$ cat src/hw/rtl/aes_pkg.sv
// aes-128 shared constants and byte functions
// s-box table, gf(2^8) doubling, round constants and key schedule step
// no dependencies
package aes_pkg;

  localparam int unsigned NumRounds = 10;
  localparam int unsigned BlkW = 128;

  typedef logic [BlkW-1:0] blk_t;

  typedef enum logic {
    REG_KEY_HIGH = 1'b0,
    REG_KEY_LOW  = 1'b1
  } cfg_reg_t;

  localparam logic [7:0] SBOX [256] = '{
    8'h63,8'h7c,8'h77,8'h7b,8'hf2,8'h6b,8'h6f,8'hc5,8'h30,8'h01,8'h67,8'h2b,8'hfe,8'hd7,8'hab,8'h76,
    8'hca,8'h82,8'hc9,8'h7d,8'hfa,8'h59,8'h47,8'hf0,8'had,8'hd4,8'ha2,8'haf,8'h9c,8'ha4,8'h72,8'hc0,
    8'hb7,8'hfd,8'h93,8'h26,8'h36,8'h3f,8'hf7,8'hcc,8'h34,8'ha5,8'he5,8'hf1,8'h71,8'hd8,8'h31,8'h15,
    8'h04,8'hc7,8'h23,8'hc3,8'h18,8'h96,8'h05,8'h9a,8'h07,8'h12,8'h80,8'he2,8'heb,8'h27,8'hb2,8'h75,
    8'h09,8'h83,8'h2c,8'h1a,8'h1b,8'h6e,8'h5a,8'ha0,8'h52,8'h3b,8'hd6,8'hb3,8'h29,8'he3,8'h2f,8'h84,
    8'h53,8'hd1,8'h00,8'hed,8'h20,8'hfc,8'hb1,8'h5b,8'h6a,8'hcb,8'hbe,8'h39,8'h4a,8'h4c,8'h58,8'hcf,
    8'hd0,8'hef,8'haa,8'hfb,8'h43,8'h4d,8'h33,8'h85,8'h45,8'hf9,8'h02,8'h7f,8'h50,8'h3c,8'h9f,8'ha8,
    8'h51,8'ha3,8'h40,8'h8f,8'h92,8'h9d,8'h38,8'hf5,8'hbc,8'hb6,8'hda,8'h21,8'h10,8'hff,8'hf3,8'hd2,
    8'hcd,8'h0c,8'h13,8'hec,8'h5f,8'h97,8'h44,8'h17,8'hc4,8'ha7,8'h7e,8'h3d,8'h64,8'h5d,8'h19,8'h73,
    8'h60,8'h81,8'h4f,8'hdc,8'h22,8'h2a,8'h90,8'h88,8'h46,8'hee,8'hb8,8'h14,8'hde,8'h5e,8'h0b,8'hdb,
    8'he0,8'h32,8'h3a,8'h0a,8'h49,8'h06,8'h24,8'h5c,8'hc2,8'hd3,8'hac,8'h62,8'h91,8'h95,8'he4,8'h79,
    8'he7,8'hc8,8'h37,8'h6d,8'h8d,8'hd5,8'h4e,8'ha9,8'h6c,8'h56,8'hf4,8'hea,8'h65,8'h7a,8'hae,8'h08,
    8'hba,8'h78,8'h25,8'h2e,8'h1c,8'ha6,8'hb4,8'hc6,8'he8,8'hdd,8'h74,8'h1f,8'h4b,8'hbd,8'h8b,8'h8a,
    8'h70,8'h3e,8'hb5,8'h66,8'h48,8'h03,8'hf6,8'h0e,8'h61,8'h35,8'h57,8'hb9,8'h86,8'hc1,8'h1d,8'h9e,
    8'he1,8'hf8,8'h98,8'h11,8'h69,8'hd9,8'h8e,8'h94,8'h9b,8'h1e,8'h87,8'he9,8'hce,8'h55,8'h28,8'hdf,
    8'h8c,8'ha1,8'h89,8'h0d,8'hbf,8'he6,8'h42,8'h68,8'h41,8'h99,8'h2d,8'h0f,8'hb0,8'h54,8'hbb,8'h16
  };

  function automatic logic [7:0] sbox(input logic [7:0] a);
    return SBOX[a];
  endfunction

  function automatic logic [7:0] xtime(input logic [7:0] a);
    return {a[6:0], 1'b0} ^ (a[7] ? 8'h1b : 8'h00);
  endfunction

  function automatic logic [7:0] rcon(input logic [3:0] r);
    logic [7:0] v;
    case (r)
      4'd1:    v = 8'h01;
      4'd2:    v = 8'h02;
      4'd3:    v = 8'h04;
      4'd4:    v = 8'h08;
      4'd5:    v = 8'h10;
      4'd6:    v = 8'h20;
      4'd7:    v = 8'h40;
      4'd8:    v = 8'h80;
      4'd9:    v = 8'h1b;
      4'd10:   v = 8'h36;
      default: v = 8'h00;
    endcase
    return v;
  endfunction

  // next round key from the previous one, r is the round number
  function automatic blk_t key_step(input blk_t k, input logic [3:0] r);
    logic [31:0] w0, w1, w2, w3, t, n0, n1, n2, n3;
    w0 = k[127:96];
    w1 = k[95:64];
    w2 = k[63:32];
    w3 = k[31:0];
    t = {sbox(w3[23:16]) ^ rcon(r), sbox(w3[15:8]), sbox(w3[7:0]), sbox(w3[31:24])};
    n0 = w0 ^ t;
    n1 = w1 ^ n0;
    n2 = w2 ^ n1;
    n3 = w3 ^ n2;
    return {n0, n1, n2, n3};
  endfunction

endpackage

$ cat src/hw/rtl/aes_col_lane.sv
// one column lane of an aes round: sub bytes, mix column (bypassed when final_i), round key add
// uses aes_pkg
module aes_col_lane (
  input  logic [31:0] col_i,   // shifted column, row 0 in the top byte
  input  logic [31:0] key_i,
  input  logic        final_i,
  output logic [31:0] col_o
);

  logic [7:0] a0, a1, a2, a3, all;
  logic [31:0] mixed;

  always_comb begin
    a0 = aes_pkg::sbox(col_i[31:24]);
    a1 = aes_pkg::sbox(col_i[23:16]);
    a2 = aes_pkg::sbox(col_i[15:8]);
    a3 = aes_pkg::sbox(col_i[7:0]);
    all = a0 ^ a1 ^ a2 ^ a3;
    mixed = {a0 ^ all ^ aes_pkg::xtime(a0 ^ a1),
             a1 ^ all ^ aes_pkg::xtime(a1 ^ a2),
             a2 ^ all ^ aes_pkg::xtime(a2 ^ a3),
             a3 ^ all ^ aes_pkg::xtime(a3 ^ a0)};
    col_o = (final_i ? {a0, a1, a2, a3} : mixed) ^ key_i;
  end

endmodule

$ cat src/hw/rtl/aes_round.sv
// one aes round: shift rows feeding four column lanes, merged into the new state
// uses aes_pkg and aes_col_lane
module aes_round (
  input  aes_pkg::blk_t state_i,
  input  aes_pkg::blk_t key_i,
  input  logic          final_i,
  output aes_pkg::blk_t state_o
);

  logic [31:0] col_in  [4];
  logic [31:0] col_out [4];

  always_comb begin
    for (int c = 0; c < 4; c++) begin
      for (int row = 0; row < 4; row++) begin
        col_in[c][31-8*row -: 8] = state_i[127 - 8*(4*((c+row)%4)+row) -: 8];
      end
    end
  end

  for (genvar c = 0; c < 4; c++) begin : g_lane
    aes_col_lane u_lane (
      .col_i   (col_in[c]),
      .key_i   (key_i[127-32*c -: 32]),
      .final_i (final_i),
      .col_o   (col_out[c])
    );
  end

  assign state_o = {col_out[0], col_out[1], col_out[2], col_out[3]};

endmodule

$ cat config.mk
export PLATFORM = sky130hd
export DESIGN_NAME = aes_round
export DESIGN_NICKNAME = d
export VERILOG_FILES = /design/src/hw/rtl/aes_pkg.sv /design/src/hw/rtl/aes_col_lane.sv /design/src/hw/rtl/aes_round.sv
export SDC_FILE = /design/constraint.sdc
export NUM_CORES = 2
export LEC_CHECK = 0
export BUFFER_PORTS_ARGS = -buffer_cell sky130_fd_sc_hd__clkbuf_2
export CAP_MARGIN = 10
export CORE_AREA = 10 10 461 463
export DETAILED_ROUTE_END_ITERATION = 12
export DIE_AREA = 0 0 471 473
export PLACE_DENSITY = 0.44
export SYNTH_ARGS = -nofsm -noshare
export SYNTH_HDL_FRONTEND = slang
export SYNTH_SLANG_ARGS = --single-unit
$ cat constraint.sdc
create_clock -name vclk -period 7
set_clock_uncertainty 0.2 [all_clocks]
set_input_delay 0.35 -clock vclk [all_inputs]
set_output_delay 0.35 -clock vclk [all_outputs]
set_load 0.01 [all_outputs]
==> metrics.txt <==
outcome=complete, no violations; startpoint class of the critical path=input pin; mean cell area of the mapped netlist=6.379 µm²; FP Rows=approximately 170; hold depth=3; cell with the most instances after synthesis=sky130_fd_sc_hd__o21ai_0; period utilisation layout=87.92%; worst setup path class=in -> out; Boundary Pins=385; arrival time reported for the critical path endpoint=5.60 ns; cell taking the most area after synthesis=sky130_fd_sc_hd__o21ai_0; relative area change from synthesis to final layout=4.040%; Crit path largest cell delay=between 0.6 and 0.7 ns; max-capacitance violation count=0; vias post-DR=a little over 80,000; crit path capture type=output port; unrepaired setup endpoints after global routing=false; post-route cell area=0.06296 mm²; Syn Inst Count=9,486; Final min period=6.155 ns; Synth cell types=117; violation count after the first detailed-routing iteration=between 10,000 and 15,000; largest net degree at the start of global routing=93; classification of the worst-slack hold path=in -> out; Post-route DRC=0; gpl congestion=1.024; hold violation total from the final report=0; number of buffers added to fix hold violations after cts=0; synth warn=0; final setup violating endpoints=0; overall routing resource usage=28.43%; Worst Slack Setup Final=0.8453 ns; max frequency=162.5 MHz; WL per Instance=just under 30 µm; Leak=22.05 nW; detailed-routing iteration count for the pre-antenna-repair pass=8; area enclosed by the die boundary=roughly 0.22 mm²; most instantiated cells after synthesis=859 x sky130_fd_sc_hd__o21ai_0, 813 x sky130_fd_sc_hd__nand2_1, 778 x sky130_fd_sc_hd__a21oi_1, 667 x sky130_fd_sc_hd__nor2_1, 565 x sky130_fd_sc_hd__clkbuf_1; CP Cell Sequence=clkbuf_2 > buf_4 > ha_1 > nor2b_1 > nor2_1 > mux4_2 > mux2i_1 > a221oi_1 > a311o_1 > xnor2_2 > xor2_1 > buf_4 > xor2_1 > nor2_1 > xnor2_1 > clkbuf_2; post-cts resize count=0; aggregate negative setup slack=0 ns; number of nets produced by synthesis=9,983; fraction of final layout cells with drive strength greater than 1=11.39%; largest cells by area after synthesis=sky130_fd_sc_hd__o21ai_0 7.1%, sky130_fd_sc_hd__a21oi_1 6.4%, sky130_fd_sc_hd__xnor2_1 5.5%; beginning of the worst hold path=key_i[123]; total number of sequential cells=0; setup bufs post-CTS=0; Layout clock buffers=0; post-synthesis instance area=0.06051 mm²; floorplan die height=473 µm; Seq. cell area=0 µm²; total global routing overflow=0; worst max-slew margin expressed relative to the limit=10.91%; remaining antenna violation count after routing=0; required time of the critical path=6.45 ns; Via density=6.929; global-route wire length before repair=507,300 µm; slew of the pin with the lowest slew margin=1.303 ns; highest ir drop seen on vdd=about 0.10 mV; area share of the leading cell type in the synthesized netlist=approximately 7.1%; aggregate routed wire length=346,300 µm; Die X-Extent=roughly 470 µm; sequential-to-total area share from yosys stat=0%; worst hold margin=~0.76 ns; cell with the biggest individual delay on the critical path=sky130_fd_sc_hd__xor2_1; Slew Limit Fails=0; overall power consumption=between 7 and 8 mW; Layout Nets=9,521; Initial Util=29.73%; worst setup slack after placement=0.8954 ns; instance area after placement=roughly 0.063 mm²; initial antenna violation count=23; Max FO, Critical Path=22; via count of the first global-routing pass=73,261; placeable core region=between 0.2 and 0.25 mm²; HPWL reported at the end of detailed placement=249,300 µm; power per cell area=124.5 mW/mm²; fill count=22,687; total area of multi-input combinational cells=0.05472 mm²; count of port buffers added during placement=385; Hold Path End=state_o[123]
-- report_power, final --
part           internal (mW)  switching, mW
sequential                 0              0
combinational           2.84           5.00
clock            0.000000348              0
-- worst max path at each step --
stage                            from          end  cells past startpoint
final                     state_i[48]  state_o[80]                     16
after floorplan           state_i[25]   state_o[1]                     17
after CTS                 state_i[48]  state_o[80]                     16
after global routing      state_i[48]  state_o[80]                     16
after detailed placement  state_i[48]  state_o[80]                     16
after global placement    state_i[48]  state_o[80]                     16
-- layer usage --
metal	global-route usage (%)	vias up	share of wire (%)
li1	-	34959	-
met2	43.98	6441	43
met4	11.93	14	5.4
met5	0	-	0.025
met1	38.79	38762	40
met3	4.734	1090	11
-- stage by stage --
step	utilization [%]	cells
6_report	30.93	11728
5_1_grt	30.92	11718
4_1_cts	30.91	11710
3_5_place_dp	30.91	11710
3_3_place_gp	30.91	11709
2_1_floorplan	-	9486
-- cells in the final DEF, fill, tap and decap left out, types with 67 or more instances in the layout --
| cell type | count |
|---|---|
| sky130_fd_sc_hd__a221oi_1 | 72 |
| sky130_fd_sc_hd__o311ai_0 | 143 |
| sky130_fd_sc_hd__mux2i_1 | 138 |
| sky130_fd_sc_hd__mux4_2 | 118 |
| sky130_fd_sc_hd__nor3_1 | 350 |
| sky130_fd_sc_hd__buf_4 | 308 |
| sky130_fd_sc_hd__and2_1 | 88 |
| sky130_fd_sc_hd__ha_1 | 240 |
| sky130_fd_sc_hd__xor2_1 | 194 |
| sky130_fd_sc_hd__o31ai_1 | 91 |
| sky130_fd_sc_hd__a31oi_1 | 233 |
| sky130_fd_sc_hd__or2_2 | 80 |
| sky130_fd_sc_hd__o221ai_1 | 83 |
| sky130_fd_sc_hd__nand2_1 | 813 |
| sky130_fd_sc_hd__a311oi_1 | 139 |
| sky130_fd_sc_hd__o21ai_0 | 859 |
| sky130_fd_sc_hd__nand3_1 | 340 |
| sky130_fd_sc_hd__o211ai_1 | 247 |
| sky130_fd_sc_hd__nor2_1 | 667 |
| sky130_fd_sc_hd__inv_1 | 139 |
| sky130_fd_sc_hd__xnor2_1 | 377 |
| sky130_fd_sc_hd__nand2b_1 | 371 |
| sky130_fd_sc_hd__o22ai_1 | 71 |
| sky130_fd_sc_hd__clkbuf_2 | 353 |
| sky130_fd_sc_hd__a211oi_1 | 217 |
| sky130_fd_sc_hd__a21oi_1 | 778 |
| sky130_fd_sc_hd__nor2b_1 | 249 |
| sky130_fd_sc_hd__a211o_1 | 67 |
-- layout make-up --
type / count / share of cell area, %
antenna: 18 / 0.07154
multi-input combinational: 8176 / 86.91
timing repair buffer: 668 / 6.620
tap: 2688 / 5.342
inverter: 178 / 1.061
-- critical path, delay by kind of cell --
kind | cells | cell delay (ns)
and+or+nand+nor | 3 | 1.01
AOI/OAI and AO/OA | 2 | 0.65
buffers and inverters | 4 | 1.01
muxes | 2 | 0.68
adders and majority gates | 1 | 0.41
xor gates and xnor gates | 4 | 1.45
-- logic make-up (layout without fill, tap and decap cells) --
logic type / count (synthesis) / in the layout / synth area share [%]
buffers and inverters: 1310 / 846 / 9.583
other: 0 / 18 / 0
muxes: 295 / 295 / 7.404
xor gates and xnor gates: 595 / 595 / 8.967
adders and majority gates: 240 / 240 / 4.962
and+or+nand+nor: 3289 / 3289 / 26.81
AOI/OAI and AO/OA: 3757 / 3757 / 42.27
Power figures use the tool's default switching activity.
