<file path="config.mk">
export PLATFORM = sky130hd
export DESIGN_NAME = aes_key_sched
export DESIGN_NICKNAME = d
export VERILOG_FILES = /design/src/hw/rtl/aes_pkg.sv /design/src/hw/rtl/aes_key_sched.sv
export SDC_FILE = /design/constraint.sdc
export NUM_CORES = 2
export LEC_CHECK = 0
export ABC_CLOCK_PERIOD_IN_PS = 12200
export BUFFER_PORTS_ARGS = -buffer_cell sky130_fd_sc_hd__buf_2
export CORE_AREA = 10 10 561 563
export CTS_CLUSTER_DIAMETER = 120
export DETAILED_ROUTE_END_ITERATION = 10
export DIE_AREA = 0 0 571 573
export PLACE_DENSITY = 0.45
export SLEW_MARGIN = 25
export SYNTH_ARGS = -nofsm -noshare
export SYNTH_HDL_FRONTEND = slang
export SYNTH_SLANG_ARGS = --single-unit
export TNS_END_PERCENT = 30
</file>
<file path="constraint.sdc">
create_clock -name clk -period 12.2 [get_ports clk]
set_input_delay 1.83 -clock clk [delete_from_list [all_inputs] [get_ports clk]]
set_output_delay 1.83 -clock clk [all_outputs]
set_load 0.03 [all_outputs]
</file>
<file path="src/hw/rtl/aes_pkg.sv">
// aes-128 shared constants and byte functions
// s-box table, gf(2^8) doubling, round constants and key schedule step
// no dependencies
package aes_pkg;

  localparam int unsigned NumRounds = 10;
  localparam int unsigned BlkW = 128;

  typedef logic [BlkW-1:0] blk_t;

  typedef enum logic {
    REG_KEY_HIGH = 1'b0,
    REG_KEY_LOW  = 1'b1
  } cfg_reg_t;

  localparam logic [7:0] SBOX [256] = '{
    8'h63,8'h7c,8'h77,8'h7b,8'hf2,8'h6b,8'h6f,8'hc5,8'h30,8'h01,8'h67,8'h2b,8'hfe,8'hd7,8'hab,8'h76,
    8'hca,8'h82,8'hc9,8'h7d,8'hfa,8'h59,8'h47,8'hf0,8'had,8'hd4,8'ha2,8'haf,8'h9c,8'ha4,8'h72,8'hc0,
    8'hb7,8'hfd,8'h93,8'h26,8'h36,8'h3f,8'hf7,8'hcc,8'h34,8'ha5,8'he5,8'hf1,8'h71,8'hd8,8'h31,8'h15,
    8'h04,8'hc7,8'h23,8'hc3,8'h18,8'h96,8'h05,8'h9a,8'h07,8'h12,8'h80,8'he2,8'heb,8'h27,8'hb2,8'h75,
    8'h09,8'h83,8'h2c,8'h1a,8'h1b,8'h6e,8'h5a,8'ha0,8'h52,8'h3b,8'hd6,8'hb3,8'h29,8'he3,8'h2f,8'h84,
    8'h53,8'hd1,8'h00,8'hed,8'h20,8'hfc,8'hb1,8'h5b,8'h6a,8'hcb,8'hbe,8'h39,8'h4a,8'h4c,8'h58,8'hcf,
    8'hd0,8'hef,8'haa,8'hfb,8'h43,8'h4d,8'h33,8'h85,8'h45,8'hf9,8'h02,8'h7f,8'h50,8'h3c,8'h9f,8'ha8,
    8'h51,8'ha3,8'h40,8'h8f,8'h92,8'h9d,8'h38,8'hf5,8'hbc,8'hb6,8'hda,8'h21,8'h10,8'hff,8'hf3,8'hd2,
    8'hcd,8'h0c,8'h13,8'hec,8'h5f,8'h97,8'h44,8'h17,8'hc4,8'ha7,8'h7e,8'h3d,8'h64,8'h5d,8'h19,8'h73,
    8'h60,8'h81,8'h4f,8'hdc,8'h22,8'h2a,8'h90,8'h88,8'h46,8'hee,8'hb8,8'h14,8'hde,8'h5e,8'h0b,8'hdb,
    8'he0,8'h32,8'h3a,8'h0a,8'h49,8'h06,8'h24,8'h5c,8'hc2,8'hd3,8'hac,8'h62,8'h91,8'h95,8'he4,8'h79,
    8'he7,8'hc8,8'h37,8'h6d,8'h8d,8'hd5,8'h4e,8'ha9,8'h6c,8'h56,8'hf4,8'hea,8'h65,8'h7a,8'hae,8'h08,
    8'hba,8'h78,8'h25,8'h2e,8'h1c,8'ha6,8'hb4,8'hc6,8'he8,8'hdd,8'h74,8'h1f,8'h4b,8'hbd,8'h8b,8'h8a,
    8'h70,8'h3e,8'hb5,8'h66,8'h48,8'h03,8'hf6,8'h0e,8'h61,8'h35,8'h57,8'hb9,8'h86,8'hc1,8'h1d,8'h9e,
    8'he1,8'hf8,8'h98,8'h11,8'h69,8'hd9,8'h8e,8'h94,8'h9b,8'h1e,8'h87,8'he9,8'hce,8'h55,8'h28,8'hdf,
    8'h8c,8'ha1,8'h89,8'h0d,8'hbf,8'he6,8'h42,8'h68,8'h41,8'h99,8'h2d,8'h0f,8'hb0,8'h54,8'hbb,8'h16
  };

  function automatic logic [7:0] sbox(input logic [7:0] a);
    return SBOX[a];
  endfunction

  function automatic logic [7:0] xtime(input logic [7:0] a);
    return {a[6:0], 1'b0} ^ (a[7] ? 8'h1b : 8'h00);
  endfunction

  function automatic logic [7:0] rcon(input logic [3:0] r);
    logic [7:0] v;
    case (r)
      4'd1:    v = 8'h01;
      4'd2:    v = 8'h02;
      4'd3:    v = 8'h04;
      4'd4:    v = 8'h08;
      4'd5:    v = 8'h10;
      4'd6:    v = 8'h20;
      4'd7:    v = 8'h40;
      4'd8:    v = 8'h80;
      4'd9:    v = 8'h1b;
      4'd10:   v = 8'h36;
      default: v = 8'h00;
    endcase
    return v;
  endfunction

  // next round key from the previous one, r is the round number
  function automatic blk_t key_step(input blk_t k, input logic [3:0] r);
    logic [31:0] w0, w1, w2, w3, t, n0, n1, n2, n3;
    w0 = k[127:96];
    w1 = k[95:64];
    w2 = k[63:32];
    w3 = k[31:0];
    t = {sbox(w3[23:16]) ^ rcon(r), sbox(w3[15:8]), sbox(w3[7:0]), sbox(w3[31:24])};
    n0 = w0 ^ t;
    n1 = w1 ^ n0;
    n2 = w2 ^ n1;
    n3 = w3 ^ n2;
    return {n0, n1, n2, n3};
  endfunction

endpackage

</file>
<file path="src/hw/rtl/aes_key_sched.sv">
// key registers and round key expansion, one round key per cycle
// uses aes_pkg
module aes_key_sched (
  input  logic          clk,
  input  logic          rst_n,
  input  logic          cfg_we,
  input  logic          cfg_index,
  input  logic [63:0]   cfg_wdata,
  output logic          busy_o,
  output aes_pkg::blk_t rk_o [aes_pkg::NumRounds+1]
);

  logic [63:0] key_high_r, key_high_nxt, key_low_r, key_low_nxt;
  aes_pkg::blk_t cur_r, cur_nxt, step_key;
  aes_pkg::blk_t rk_r [1:aes_pkg::NumRounds];
  logic [3:0] cnt_r, cnt_nxt;
  logic busy_r, busy_nxt;

  assign step_key = aes_pkg::key_step(cur_r, cnt_r);

  always_comb begin
    key_high_nxt = key_high_r;
    key_low_nxt  = key_low_r;
    cur_nxt = cur_r;
    cnt_nxt = cnt_r;
    busy_nxt = busy_r;
    if (busy_r) begin
      cur_nxt = step_key;
      cnt_nxt = cnt_r + 4'd1;
      if (cnt_r == 4'(aes_pkg::NumRounds)) busy_nxt = 1'b0;
    end
    if (cfg_we) begin
      unique case (aes_pkg::cfg_reg_t'(cfg_index))
        aes_pkg::REG_KEY_HIGH: key_high_nxt = cfg_wdata;
        aes_pkg::REG_KEY_LOW:  key_low_nxt  = cfg_wdata;
        default: ;
      endcase
      cur_nxt = {key_high_nxt, key_low_nxt};
      cnt_nxt = 4'd1;
      busy_nxt = 1'b1;
    end
  end

  always_ff @(posedge clk) begin
    if (!rst_n) begin
      key_high_r <= '0;
      key_low_r  <= '0;
      cur_r <= '0;
      cnt_r <= 4'd1;
      busy_r <= 1'b1;
    end else begin
      key_high_r <= key_high_nxt;
      key_low_r  <= key_low_nxt;
      cur_r <= cur_nxt;
      cnt_r <= cnt_nxt;
      busy_r <= busy_nxt;
    end
  end

  always_ff @(posedge clk) begin
    if (busy_r) rk_r[cnt_r] <= step_key;
  end

  assign busy_o = busy_r;
  assign rk_o[0] = {key_high_r, key_low_r};
  for (genvar r = 1; r <= aes_pkg::NumRounds; r++) begin : g_rk
    assign rk_o[r] = rk_r[r];
  end

endmodule

</file>
==> flow_summary.yaml <==
status:
  status: "finished clean"
critical_path:
  max_stage_delay_ns: 0.93
  worstSetupStartpoint: "cur_r[9]$_SDFFE_PN0P_"
  worstRegToRegCells: 11
  crit_fanout: 37
  cp-end-kind: "flip-flop"
  cp_data_required_time_ns: 12.69
  start_kind: "flip-flop"
  arrival_ns: 6.65
  crit_type: "flip-flop to flip-flop"
  reg2reg_to: "rk_r[10][16]$_DFFE_PP_"
  cp_slowest_cell: "ha_1"
  cp_cell_sequence: "buf_4 -> inv_1 -> ha_1 -> nor2b_1 -> nor3_1 -> o21ai_0 -> a221oi_1 -> o32ai_2 -> xnor2_4 -> xnor2_2 -> xnor2_1"
  reg2reg_slack_ns: 6.04
  crit_end: "rk_r[10][16]$_DFFE_PP_"
  r2r-start: "cur_r[9]$_SDFFE_PN0P_"
clocking:
  ctsRootBufferMaster: "clkbuf_16"
  htreeDepth: 4
  cts_setup_buffers: 0
  cts_resized: 0
  clk_latency_ns: 0.87
  postCtsHoldBufs: 0
  clk_pin_slew_worst_paths_ns: 0.06
  cts.sinks: 1549
  cts_buffers: 180
  clockBufferDepth: 4
  cts_tree: "done"
job:
  maxCapViolCount: 0
finish:
  final_cell_mix: "buf_2 (1473), edfxtp_1 (1280), nand2_1 (467), a21oi_1 (333), dfxtp_1 (251)"
  layout-drive-gt1-share: 0.327
  stdcell_count: 10800
  area_delta_synth_final_pct: 27.5
  final_util: 0.284
  layout.nets: 6775
  final_area_sq_um: 85900
  layout.cells.most_common: "buf_2"
timing:
  timing.clock.skew_ns: 0.0694
  relSlewSlack: 0.253
  setup_tns_ns: 0
  fin_crit_sh: 0.505
  rsz0062_at_grt: "no"
  finalHoldViolCount: 0
  setup_slack_ns: 6.04
  slew_viol_final: 0
  fin_hold_ws_ns: 0.466
  fmaxAchievable_ghz: 0.162
  min_period_ns: 6.16
  worst_pin_slew_ns: 1.12
  setup_viol: 0
synth:
  synth-edff-count: 1280
  synth.cell_area_sq_um: 67400
  ys_seq_elements: 1549
  syn_nets: 5339
  synth_area_leaders: "edfxtp_1 (57%), dfxtp_1 (8.0%), nand2_1 (2.6%)"
  synth_fa_ha_area_frac: 0.0128
  syn-mean-instance-area_sq_um: 13.0
  ys.flop_type: "edfxtp_1"
  synth_top_family_by_area: "compound AO/OA/AOI/OAI gates"
  synth_xor_area_frac: 0.0368
  yosysSeqAreaShare: 0.650
  synth_top_area_frac: 0.570
  ys_types: 109
  yosysTopAreaCell: "edfxtp_1"
  yosysWarnings: 0
  synthArstFlopShare: 0
  yosys.area_share.simple: 0.0985
  synth_compound_area_frac: 0.132
  synthMuxAreaShare: 0.0362
  synthCells: 5203
power:
  finalPower_mw: 33.7
  powerDensity_nw_per_um2: 392
  leakage_nw: 31.6
  ir_drop_v: 0.000240
detailed_routing:
  drc: 0
  dr.first_iter.drc_count: 6652
  ant_nets: 0
  wire_per_inst_um: 35.5
  vias: 54700
  viasPerCell: 5.07
  routed_wl_um: 383000
  drt-pass1-iter-count: 6
floorplanning:
  rows: 202
  die_area_sq_um: 327000
  io_pins: 1477
  core_sq_um: 303000
  die_h_um: 573
  initial_core_util: 0.223
  die_x_um: 571
global_routing:
  grt_max_degree: 96
  grt_pass1_vias: 51500
  grt_pass1_wl_um: 500000
  grt_overflow_total: 0
  groute.usage.overall: 0.220
  antenna_found_initial: 76
worst_hold_path:
  hold_depth: 2
  hold_path.class: "flip-flop to flip-flop"
placement:
  hpwl_um: 280000
  dp_cells: 10400
  dpl-instance-area_sq_um: 80000
  post-place-ws_ns: 6.23
  place_congestion: 0.965
  numPortBuffers: 1476
-- layer usage --
layer	wire (um)	vias to the layer above	GRT usage	share of wire
met5	145	-	0	0.00038
met4	16200	22	0.0778	0.042
met3	33400	597	0.0522	0.087
met2	181000	3275	0.364	0.47
met1	153000	28200	0.280	0.40
li1	-	22600	-	-
-- how the worst min path moves through the flow --
stage / from / end
floorplan: cur_r[57]$_SDFFE_PN0P_ / cur_r[57]$_SDFFE_PN0P_
global placement: key_high_r[22]$_SDFFE_PN0P_ / key_high_r[22]$_SDFFE_PN0P_
detailed placement: key_low_r[43]$_SDFFE_PN0P_ / key_low_r[43]$_SDFFE_PN0P_
CTS: key_low_r[43]$_SDFFE_PN0P_ / key_low_r[43]$_SDFFE_PN0P_
global route: key_low_r[48]$_SDFFE_PN0P_ / key_low_r[48]$_SDFFE_PN0P_
finish: key_low_r[43]$_SDFFE_PN0P_ / key_low_r[43]$_SDFFE_PN0P_
-- sequential cells by signal (all words and copies together) (netlist names), named ones only --
signal / cells
rk_r: 1280
key_high_r: 64
cur_r: 128
key_low_r: 64
cnt_r: 4
busy_o: 1
-- synthesized netlist by cell type (23+ instances only) --
cell	count
o21ai_0	237
buf_2	140
ha_1	68
mux2i_1	104
mux2_2	65
mux4_2	29
o211ai_1	56
o21a_1	25
a31oi_1	51
edfxtp_1	1280
o311a_1	23
a221oi_1	33
and2_1	57
o22ai_1	39
o311ai_0	44
inv_1	61
a21o_1	29
nand2_1	470
nand2b_1	115
a211oi_1	72
xnor2_1	147
xor2_1	82
a21oi_1	333
o31ai_1	35
nor3_1	96
or3_1	30
nand3_1	94
and3_1	23
nor2_1	221
a311oi_1	38
buf_1	31
nor2b_1	108
clkbuf_1	196
buf_6	24
dfxtp_1	269
-- worst max-delay path: cells and delay by family (launching register included) --
kind / cells / cell delay (ns)
flops: 1 / 0.31
xor+xnor: 3 / 1.98
compound gates: 3 / 0.94
simple gates: 2 / 0.75
fa+ha+maj: 1 / 0.93
buf+inv: 2 / 0.88
-- report_power, final --
group	internal [mW]	total, mW	switching (mW)
Clock	3.06	5.38	2.32
Sequential	9.57	10.2	0.664
Combinational	4.35	18.1	13.7
-- final cells by class --
type / count / area [sq um]
sequential: 1549 / 43900
fill: 31300 / 217000
clock inverter: 105 / 1050
inverter: 75 / 289
tap: 3978 / 4980
multi-input combinational: 3166 / 22000
timing repair buffer: 1667 / 8930
clock buffer: 221 / 4740
antenna: 24 / 60.1
-- kinds of logic (layout without fill, tap and decap cells) --
kind of cell | count (synthesis) | after routing
other cells | 0 | 24
buf+inv | 488 | 2068
compound gates | 1291 | 1291
simple gates | 1353 | 1353
mux | 199 | 199
flops | 1549 | 1549
fa+ha+maj | 69 | 69
xor+xnor | 254 | 254
No activity file was read; power rests on OpenSTA's default activity.
